## config.mk

```make
export PLATFORM = sky130hd
export DESIGN_NAME = range_bitmap_set_clear_flip_first_zero
export DESIGN_NICKNAME = d
export VERILOG_FILES = /design/src/hw/rtl/rbm_pkg.sv /design/src/hw/rtl/rbm_dp.sv /design/src/hw/rtl/rbm_ctrl.sv /design/src/hw/rtl/range_bitmap_set_clear_flip_first_zero.sv
export SDC_FILE = /design/constraint.sdc
export NUM_CORES = 1
export LEC_CHECK = 0
export BUFFER_PORTS_ARGS = -buffer_cell sky130_fd_sc_hd__buf_2
export CORE_MARGIN = 2
export CORE_UTILIZATION = 35
export CTS_CLUSTER_DIAMETER = 200
export DETAILED_ROUTE_END_ITERATION = 12
export PLACE_DENSITY_LB_ADDON = 0.15
export SLEW_MARGIN = 40
export SYNTH_ARGS = -nofsm -noshare
export SYNTH_HDL_FRONTEND = slang
export SYNTH_SLANG_ARGS = --single-unit
```

## constraint.sdc

```tcl
create_clock -name i_clk -period 7.57 [get_ports i_clk]
set_input_delay 0.757 -clock i_clk [delete_from_list [all_inputs] [get_ports i_clk]]
set_output_delay 0.757 -clock i_clk [all_outputs]
set_load 0.005 [all_outputs]
```

## src/hw/rtl/rbm_pkg.sv

```systemverilog
// shared types and constants for the range presence bitmap
`default_nettype none

package rbm_pkg;

    localparam int DOMAIN_SIZE_DEF = 1024;
    localparam int WORD_BITS_DEF   = 64;
    localparam int FIELD_W         = 11;
    localparam int CMD_W           = 2;

    typedef enum logic [CMD_W-1:0] {
        CMD_SET  = 2'd0,
        CMD_CLR  = 2'd1,
        CMD_FLIP = 2'd2
    } t_cmd;

    typedef struct packed {
        logic clear_step;
        logic load_item;
        logic modify_step;
        logic load_out;
    } t_dp_cmd;

    typedef struct packed {
        logic addr_last;
        logic stop;
    } t_dp_sts;

endpackage

`default_nettype wire

```

## src/hw/rtl/rbm_dp.sv

```systemverilog
// datapath: word memory, range masks, read-modify-write and first-zero search
`default_nettype none

module rbm_dp #(
    parameter int DOMAIN_SIZE = rbm_pkg::DOMAIN_SIZE_DEF,
    parameter int WORD_BITS   = rbm_pkg::WORD_BITS_DEF
) (
    input  wire                            i_clk,
    input  wire                            i_rst_n,
    input  wire rbm_pkg::t_dp_cmd          i_cmd_bus,
    output rbm_pkg::t_dp_sts               o_sts,
    input  wire [rbm_pkg::CMD_W-1:0]       i_cmd,
    input  wire [rbm_pkg::FIELD_W-1:0]     i_range_low,
    input  wire [rbm_pkg::FIELD_W-1:0]     i_range_high,
    output logic [rbm_pkg::FIELD_W-1:0]    o_first_missing,
    output logic                           o_range_error
);

    localparam int NW = (DOMAIN_SIZE + WORD_BITS - 1) / WORD_BITS;
    localparam int AW = (NW > 1) ? $clog2(NW) : 1;
    localparam int PW = $clog2(DOMAIN_SIZE + 2);
    localparam int CW = (PW > rbm_pkg::FIELD_W) ? PW : rbm_pkg::FIELD_W;
    localparam int BW = CW + 1;
    localparam int SW = $clog2(WORD_BITS + 1);
    localparam int WI = $clog2(WORD_BITS);
    localparam logic signed [BW:0] WB_S  = (BW+1)'(WORD_BITS);
    localparam logic signed [BW:0] DOM_S = (BW+1)'(DOMAIN_SIZE);

    logic [WORD_BITS-1:0] r_mem [NW];
    logic [WORD_BITS-1:0] r_rdata;
    logic [AW-1:0]        r_addr, n_addr;
    logic [BW-1:0]        r_base;
    logic [rbm_pkg::CMD_W-1:0] r_cmd;
    logic [CW-1:0]        r_lo_idx, r_hi_idx;
    logic                 r_bad;
    logic                 r_found;
    logic [BW-1:0]        r_first;
    logic [rbm_pkg::FIELD_W-1:0] r_out_first;
    logic                 r_out_err;

    logic                 addr_last;
    logic                 upd;
    logic signed [BW:0]   lo_off, hi_end_off, dom_off;
    logic [WORD_BITS-1:0] rng_mask, dom_mask, new_word, zeros, wdata;
    logic [WI-1:0]        z_idx;
    logic                 found_now, past, we;
    logic [CW-1:0]        lo_ext, hi_ext;
    logic                 in_bad;

    function automatic logic [WORD_BITS-1:0] ge_mask(input logic signed [BW:0] off);
        logic [WORD_BITS-1:0] m;
        m = '1;
        if (off <= 0) begin
            m = '1;
        end else if (off >= WB_S) begin
            m = '0;
        end else begin
            m = m << off[SW-1:0];
        end
        return m;
    endfunction

    assign addr_last = (r_addr == AW'(NW - 1));

    always_comb begin
        lo_ext = CW'(i_range_low);
        hi_ext = CW'(i_range_high);
        in_bad = (i_range_low == '0) || (i_range_low > i_range_high)
                 || (hi_ext > CW'(DOMAIN_SIZE));
    end

    always_comb begin
        upd        = !r_bad && ((r_cmd == rbm_pkg::CMD_SET) || (r_cmd == rbm_pkg::CMD_CLR)
                                || (r_cmd == rbm_pkg::CMD_FLIP));
        lo_off     = $signed({2'b00, r_lo_idx}) - $signed({1'b0, r_base});
        hi_end_off = $signed({2'b00, r_hi_idx}) + (BW+1)'(1) - $signed({1'b0, r_base});
        dom_off    = DOM_S - $signed({1'b0, r_base});
        rng_mask   = upd ? (ge_mask(lo_off) & ~ge_mask(hi_end_off)) : '0;
        dom_mask   = ~ge_mask(dom_off);
        case (r_cmd)
            rbm_pkg::CMD_SET:  new_word = r_rdata | rng_mask;
            rbm_pkg::CMD_CLR:  new_word = r_rdata & ~rng_mask;
            rbm_pkg::CMD_FLIP: new_word = r_rdata ^ rng_mask;
            default:           new_word = r_rdata;
        endcase
        zeros = ~new_word & dom_mask;
        z_idx = '0;
        for (int i = WORD_BITS - 1; i >= 0; i--) begin
            if (zeros[i]) begin
                z_idx = WI'(i);
            end
        end
        found_now = r_found || (zeros != '0);
        past      = !upd || (hi_end_off <= WB_S);
        we        = i_cmd_bus.clear_step || i_cmd_bus.modify_step;
        wdata     = i_cmd_bus.clear_step ? '0 : new_word;
        n_addr    = addr_last ? '0 : r_addr + AW'(1);
    end

    assign o_sts.addr_last = addr_last;
    assign o_sts.stop      = (found_now && past) || addr_last;

    always_ff @(posedge i_clk) begin
        if (we) begin
            r_mem[r_addr] <= wdata;
        end
        r_rdata <= r_mem[r_addr];
    end

    always_ff @(posedge i_clk) begin
        if (!i_rst_n) begin
            r_addr  <= '0;
            r_base  <= '0;
            r_found <= 1'b0;
        end else if (i_cmd_bus.load_item) begin
            r_addr  <= '0;
            r_base  <= '0;
            r_found <= 1'b0;
        end else if (i_cmd_bus.clear_step) begin
            r_addr <= n_addr;
        end else if (i_cmd_bus.modify_step) begin
            r_addr  <= n_addr;
            r_base  <= r_base + BW'(WORD_BITS);
            r_found <= found_now;
        end
    end

    always_ff @(posedge i_clk) begin
        if (i_cmd_bus.load_item) begin
            r_cmd    <= i_cmd;
            r_lo_idx <= lo_ext - CW'(1);
            r_hi_idx <= hi_ext - CW'(1);
            r_bad    <= in_bad;
            r_first  <= BW'(DOMAIN_SIZE + 1);
        end else if (i_cmd_bus.modify_step && !r_found && (zeros != '0)) begin
            r_first <= r_base + BW'(z_idx) + BW'(1);
        end
        if (i_cmd_bus.load_out) begin
            r_out_first <= r_first[rbm_pkg::FIELD_W-1:0];
            r_out_err   <= r_bad;
        end
    end

    assign o_first_missing = r_out_first;
    assign o_range_error   = r_out_err;

endmodule

`default_nettype wire

```

## src/hw/rtl/rbm_ctrl.sv

```systemverilog
// controller: clearing pass, word walk sequencing and handshakes
`default_nettype none

module rbm_ctrl (
    input  wire                    i_clk,
    input  wire                    i_rst_n,
    input  wire                    i_in_valid,
    output logic                   o_in_ready,
    output logic                   o_out_valid,
    input  wire                    i_out_ready,
    output rbm_pkg::t_dp_cmd       o_cmd_bus,
    input  wire rbm_pkg::t_dp_sts  i_sts
);

    typedef enum logic [4:0] {
        ST_CLEAR  = 5'b00001,
        ST_IDLE   = 5'b00010,
        ST_READ   = 5'b00100,
        ST_MODIFY = 5'b01000,
        ST_FINISH = 5'b10000
    } t_state;

    t_state r_state, n_state;
    logic   r_out_valid, n_out_valid;

    always_comb begin
        n_state     = r_state;
        n_out_valid = r_out_valid;
        o_cmd_bus   = '0;
        o_in_ready  = 1'b0;
        if (r_out_valid && i_out_ready) begin
            n_out_valid = 1'b0;
        end
        case (r_state)
            ST_CLEAR: begin
                o_cmd_bus.clear_step = 1'b1;
                if (i_sts.addr_last) begin
                    n_state = ST_IDLE;
                end
            end
            ST_IDLE: begin
                o_in_ready = 1'b1;
                if (i_in_valid) begin
                    o_cmd_bus.load_item = 1'b1;
                    n_state = ST_READ;
                end
            end
            ST_READ: begin
                n_state = ST_MODIFY;
            end
            ST_MODIFY: begin
                o_cmd_bus.modify_step = 1'b1;
                n_state = i_sts.stop ? ST_FINISH : ST_READ;
            end
            ST_FINISH: begin
                if (!r_out_valid || i_out_ready) begin
                    o_cmd_bus.load_out = 1'b1;
                    n_out_valid = 1'b1;
                    n_state = ST_IDLE;
                end
            end
            default: begin
                n_state = ST_CLEAR;
            end
        endcase
    end

    always_ff @(posedge i_clk) begin
        if (!i_rst_n) begin
            r_state     <= ST_CLEAR;
            r_out_valid <= 1'b0;
        end else begin
            r_state     <= n_state;
            r_out_valid <= n_out_valid;
        end
    end

    assign o_out_valid = r_out_valid;

endmodule

`default_nettype wire

```

## src/hw/rtl/range_bitmap_set_clear_flip_first_zero.sv

```systemverilog
// Presence bitmap over positions 1..DOMAIN_SIZE held in a single-port word memory of
// ceil(DOMAIN_SIZE/WORD_BITS) words. After reset the block clears the memory one word
// a cycle and takes no beat meanwhile. Each input beat sets, clears or inverts an
// inclusive range (an invalid range changes nothing and is flagged as an error); the
// block then walks the words from the first (memory read, then modify, write back and
// search for the lowest absent bit), and stops once an absent bit is found and the range
// is passed, or at the last word. With the read-modify-write over the one memory port,
// the block takes no new beat until the walk ends and its result is loaded, which waits
// for any previous result to leave. The result waits in an output register so a new beat
// is taken while it is pending.
`default_nettype none

module range_bitmap_set_clear_flip_first_zero #(
    parameter int DOMAIN_SIZE = rbm_pkg::DOMAIN_SIZE_DEF,
    parameter int WORD_BITS   = rbm_pkg::WORD_BITS_DEF
) (
    input  wire                          i_clk,
    input  wire                          i_rst_n,
    input  wire                          i_in_valid,
    output logic                         o_in_ready,
    input  wire [rbm_pkg::CMD_W-1:0]     i_cmd,
    input  wire [rbm_pkg::FIELD_W-1:0]   i_range_low,
    input  wire [rbm_pkg::FIELD_W-1:0]   i_range_high,
    output logic                         o_out_valid,
    input  wire                          i_out_ready,
    output logic [rbm_pkg::FIELD_W-1:0]  o_first_missing,
    output logic                         o_range_error
);

    rbm_pkg::t_dp_cmd cmd_bus;
    rbm_pkg::t_dp_sts sts;

    rbm_ctrl u_ctrl (
        .i_clk       (i_clk),
        .i_rst_n     (i_rst_n),
        .i_in_valid  (i_in_valid),
        .o_in_ready  (o_in_ready),
        .o_out_valid (o_out_valid),
        .i_out_ready (i_out_ready),
        .o_cmd_bus   (cmd_bus),
        .i_sts       (sts)
    );

    rbm_dp #(
        .DOMAIN_SIZE (DOMAIN_SIZE),
        .WORD_BITS   (WORD_BITS)
    ) u_dp (
        .i_clk           (i_clk),
        .i_rst_n         (i_rst_n),
        .i_cmd_bus       (cmd_bus),
        .o_sts           (sts),
        .i_cmd           (i_cmd),
        .i_range_low     (i_range_low),
        .i_range_high    (i_range_high),
        .o_first_missing (o_first_missing),
        .o_range_error   (o_range_error)
    );

endmodule

`default_nettype wire
```

==> flow_summary_export.csv <==
group,metric,value,unit
synth,synth_nets,2943,
clock_network,path_clk_slew,60,ps
clock_network,ctsHtreeMaxLevel,3,
clock_network,clockRootBuffer,"clkbuf_16",
global_route,grt_max_degree,85,
synth,synth_area,50400,µm²
sta,relSlewSlack,43.4,%
clock_network,cts_tree,"built",
synth,syn_area_per_cell,18.4,µm²
die,core,143000,µm²
layout,final_core_util,40.4,%
clock_network,cts_buffers,118,
worst_setup_path,worst_setup_path_end_kind,"flop",
power_and_ir_drop,p_per_area,280,nW/µm²
clock_network,cts.sinks,1153,
clock_network,cts_setup_buffers,0,
routing,wl_per_cell,28.0,µm
die,fp-row-count,139,
power_and_ir_drop,power,16.2,mW
die,die_area,147000,µm²
run,maxCapViolCount,0,
power_and_ir_drop,p_leak,19.0,nW
synth,syn-instance-count,2737,
sta,fmax,140,MHz
synth,ys_types,89,
worst_setup_path,cp_common_cell,"ha_1",
routing,wl_met3,5.08,mm
global_route,grt_pass1_wl,199,mm
worst_setup_path,worst_path_largest_cell_delay,600,ps
sta,setup_ws,452,ps
global_route,grt_usage,18.8,%
worst_setup_path,critPathBufInv,3,
routing,vias_per_cell,5.39,
global_route,grt_pass1_vias,27700,
routing,dr.first_iter.drc_count,2290,
worst_setup_path,worst-setup-path-type,"reg -> reg",
layout,drive_gt1_share,26.4,%
worst_setup_path,r2r_slack,450,ps
sta,min_period_over_period,94.0,%
sta,maxSlewViolCount,0,
routing,dr_wl_met2,67.1,mm
sta,final-setup-viol-count,0,
outcome,outcome,"finished, final reports clean",
sta,worst_pin_slew,842,ps
placed_design,dpl.hpwl,85.3,mm
placed_design,place.gp.congestion,0.951,
global_route,antenna_found_initial,3,
layout,area_growth,14.7,%
sta,rsz0062_at_grt,"no",
global_route,grt_remaining_overflow,0,
synth,synth_edf_count,1061,
die,num_io_pins,42,
placed_design,post-place-ws,143,ps
worst_setup_path,critPathTopFamily,"compound AO/OA/AOI/OAI gates",
worst_setup_path,critPathLaunchType,"flop",
routing,ant_nets,0,
die,die_height,384,µm
sta,hold_viol_final,0,
routing,dr.pass1.iters,5,
sta,finalCriticalPeriod,7120,ps
min_path,worstHoldPathType,"in -> reg",
synth,ys_seq_area_share,66.8,%
routing,wl,138,mm
power_and_ir_drop,ir_drop,218,µV
routing,met1_length,62.6,mm
sta,clock_skew,56.7,ps
die,fp.dieW,384,µm
placed_design,io_buffers,41,
routing,drc,0,
routing,num_vias,26500,
sta,holdWs,282,ps
worst_setup_path,arrival,7790,ps
worst_setup_path,cp_slowest_cell,"mux4_2",
synth,synthArstFlopShare,0,%
clock_network,clk_latency,770,ps
worst_setup_path,worst_ep_required_time,8240,ps
die,initial_core_util,35.2,%
synth,synth.ff_latch_count,1153,
layout,nNetsFinal,3114,
worst_setup_path,crit_fanout,6,
layout,num-fill-cells,12900,
clock_network,clock_path_buffers,3,
synth,synth_warnings,0,
routing,maxUsedRoutingLayer,"met4",
synth,synth_ff_type,"edfxtp_1",
==> worst register-to-register path, delay by kind of cell, from the launching register on <==
family | cells | cell delay (ps)
compound gates | 13 | 3220
simple gates | 6 | 1130
fa+ha+maj | 4 | 1070
mux | 1 | 600
buf+inv | 3 | 480
flops | 1 | 410
xor+xnor | 1 | 120
==> final cells by class <==
| cell class | count | area (µm²) | share of cell area, % |
|---|---|---|---|
| clock buffer | 162 | 3280 | 5.67 |
| antenna | 3 | 7.51 | 0.0130 |
| timing repair buffer | 183 | 1630 | 2.81 |
| inverter | 200 | 751 | 1.30 |
| tap | 1903 | 2380 | 4.12 |
| sequential | 1153 | 33700 | 58.3 |
| multi-input combinational | 1252 | 15500 | 26.9 |
| clock inverter | 61 | 524 | 0.907 |
==> timing repair <==
action	in CTS	in global routing
endpoints found under the setup margin	0	5
resized for setup	0	6
hold endpoints to repair	0	0
hold buffers	0	0
==> synthesized netlist by cell type, types with 27 or more instances <==
cell / instances / share of area (%)
and2_1: 54 / 0.67
a21oi_1: 52 / 0.52
edfxtp_1: 1061 / 63
inv_1: 200 / 1.5
xnor2_1: 27 / 0.47
o211ai_1: 29 / 0.43
o21ai_0: 53 / 0.53
ha_1: 177 / 4.4
nand2_1: 76 / 0.57
nor2_1: 96 / 0.71
dfxtp_1: 92 / 3.7
mux4_1: 31 / 1.6
mux4_2: 360 / 16
nor3_1: 34 / 0.34
clkbuf_1: 90 / 0.67
==> power by group <==
part	leakage (nW)	internal [mW]	switching (mW)
Clock	1.87	3.20	2.46
Combinational	6.81	1.30	1.53
Sequential	10.3	7.44	0.278
==> cells in the final DEF, fill, tap and decap left out, types with 16 or more instances in the layout <==
master / instances
clkbuf_8: 16
clkbuf_1: 28
clkbuf_16: 118
o211ai_1: 29
inv_1: 200
a21oi_1: 51
nand2_1: 76
buf_2: 41
edfxtp_1: 1061
dfxtp_1: 88
and2_1: 53
nand4_1: 17
mux4_1: 31
ha_1: 177
nor2_1: 65
nand3_1: 23
buf_4: 109
clkinv_2: 23
mux4_2: 360
xnor2_1: 27
nor2_2: 20
nor3_1: 30
o221ai_1: 26
clkinv_1: 23
o21ai_0: 51
o21a_1: 16
==> routing by layer <==
layer	GRT usage [%]	vias to the layer above
met3	2.40	165
met5	0	-
li1	-	11400
met2	30.8	595
met1	26.4	14300
met4	5.19	0
==> state kept, by name, indices dropped and copies added (netlist names) <==
signal and count:
u_dp.o_range_error 1, u_dp.r_addr 4, u_dp.r_bad 1, u_ctrl.r_state 5, u_dp.r_hi_idx 11, u_dp.r_found 1
u_dp.r_cmd 2, u_dp.r_base 6, u_dp.r_mem 1024, u_dp.o_first_missing 11, u_ctrl.o_out_valid 1, u_dp.r_rdata 64
u_dp.r_first 11, u_dp.r_lo_idx 11
==> worst paths after layout <==
| kind | start | cells past startpoint | to |
|---|---|---|---|
| worst max-delay path | u_dp.r_hi_idx[1] | 28 | u_dp.r_first[6] |
| worst max register to register | u_dp.r_hi_idx[1] | 28 | u_dp.r_first[6] |
| worst min register to register | u_dp.r_first[1] | 0 | u_dp.o_first_missing[1] |
| worst min-delay path | i_rst_n | 2 | u_ctrl.r_state[2] |
==> per-stage QoR <==
| stage | area, µm² | cells | TNS [ps] |
|---|---|---|---|
| after floorplan | 50400 | 2737 | 0 |
| after global placement | 53600 | 4677 | -0.606 |
| after detailed placement | 53900 | 4690 | 0 |
| after CTS | 57700 | 4913 | 0 |
| after global routing | 57800 | 4914 | 0 |
| final | 57800 | 4917 | 0 |
==> cell families (layout without fill, tap and decap cells) <==
| logic type | count (synthesis) | after routing | share of synthesized area (%) |
|---|---|---|---|
| buf+inv | 332 | 606 | 2.80 |
| other cells | 0 | 3 | 0 |
| compound gates | 249 | 249 | 3.39 |
| fa+ha+maj | 178 | 178 | 4.43 |
| mux | 393 | 393 | 17.8 |
| simple gates | 394 | 394 | 4.09 |
| xor+xnor | 38 | 38 | 0.660 |
| flops | 1153 | 1153 | 66.8 |
Note: power is estimated with default switching activity, not from simulation.
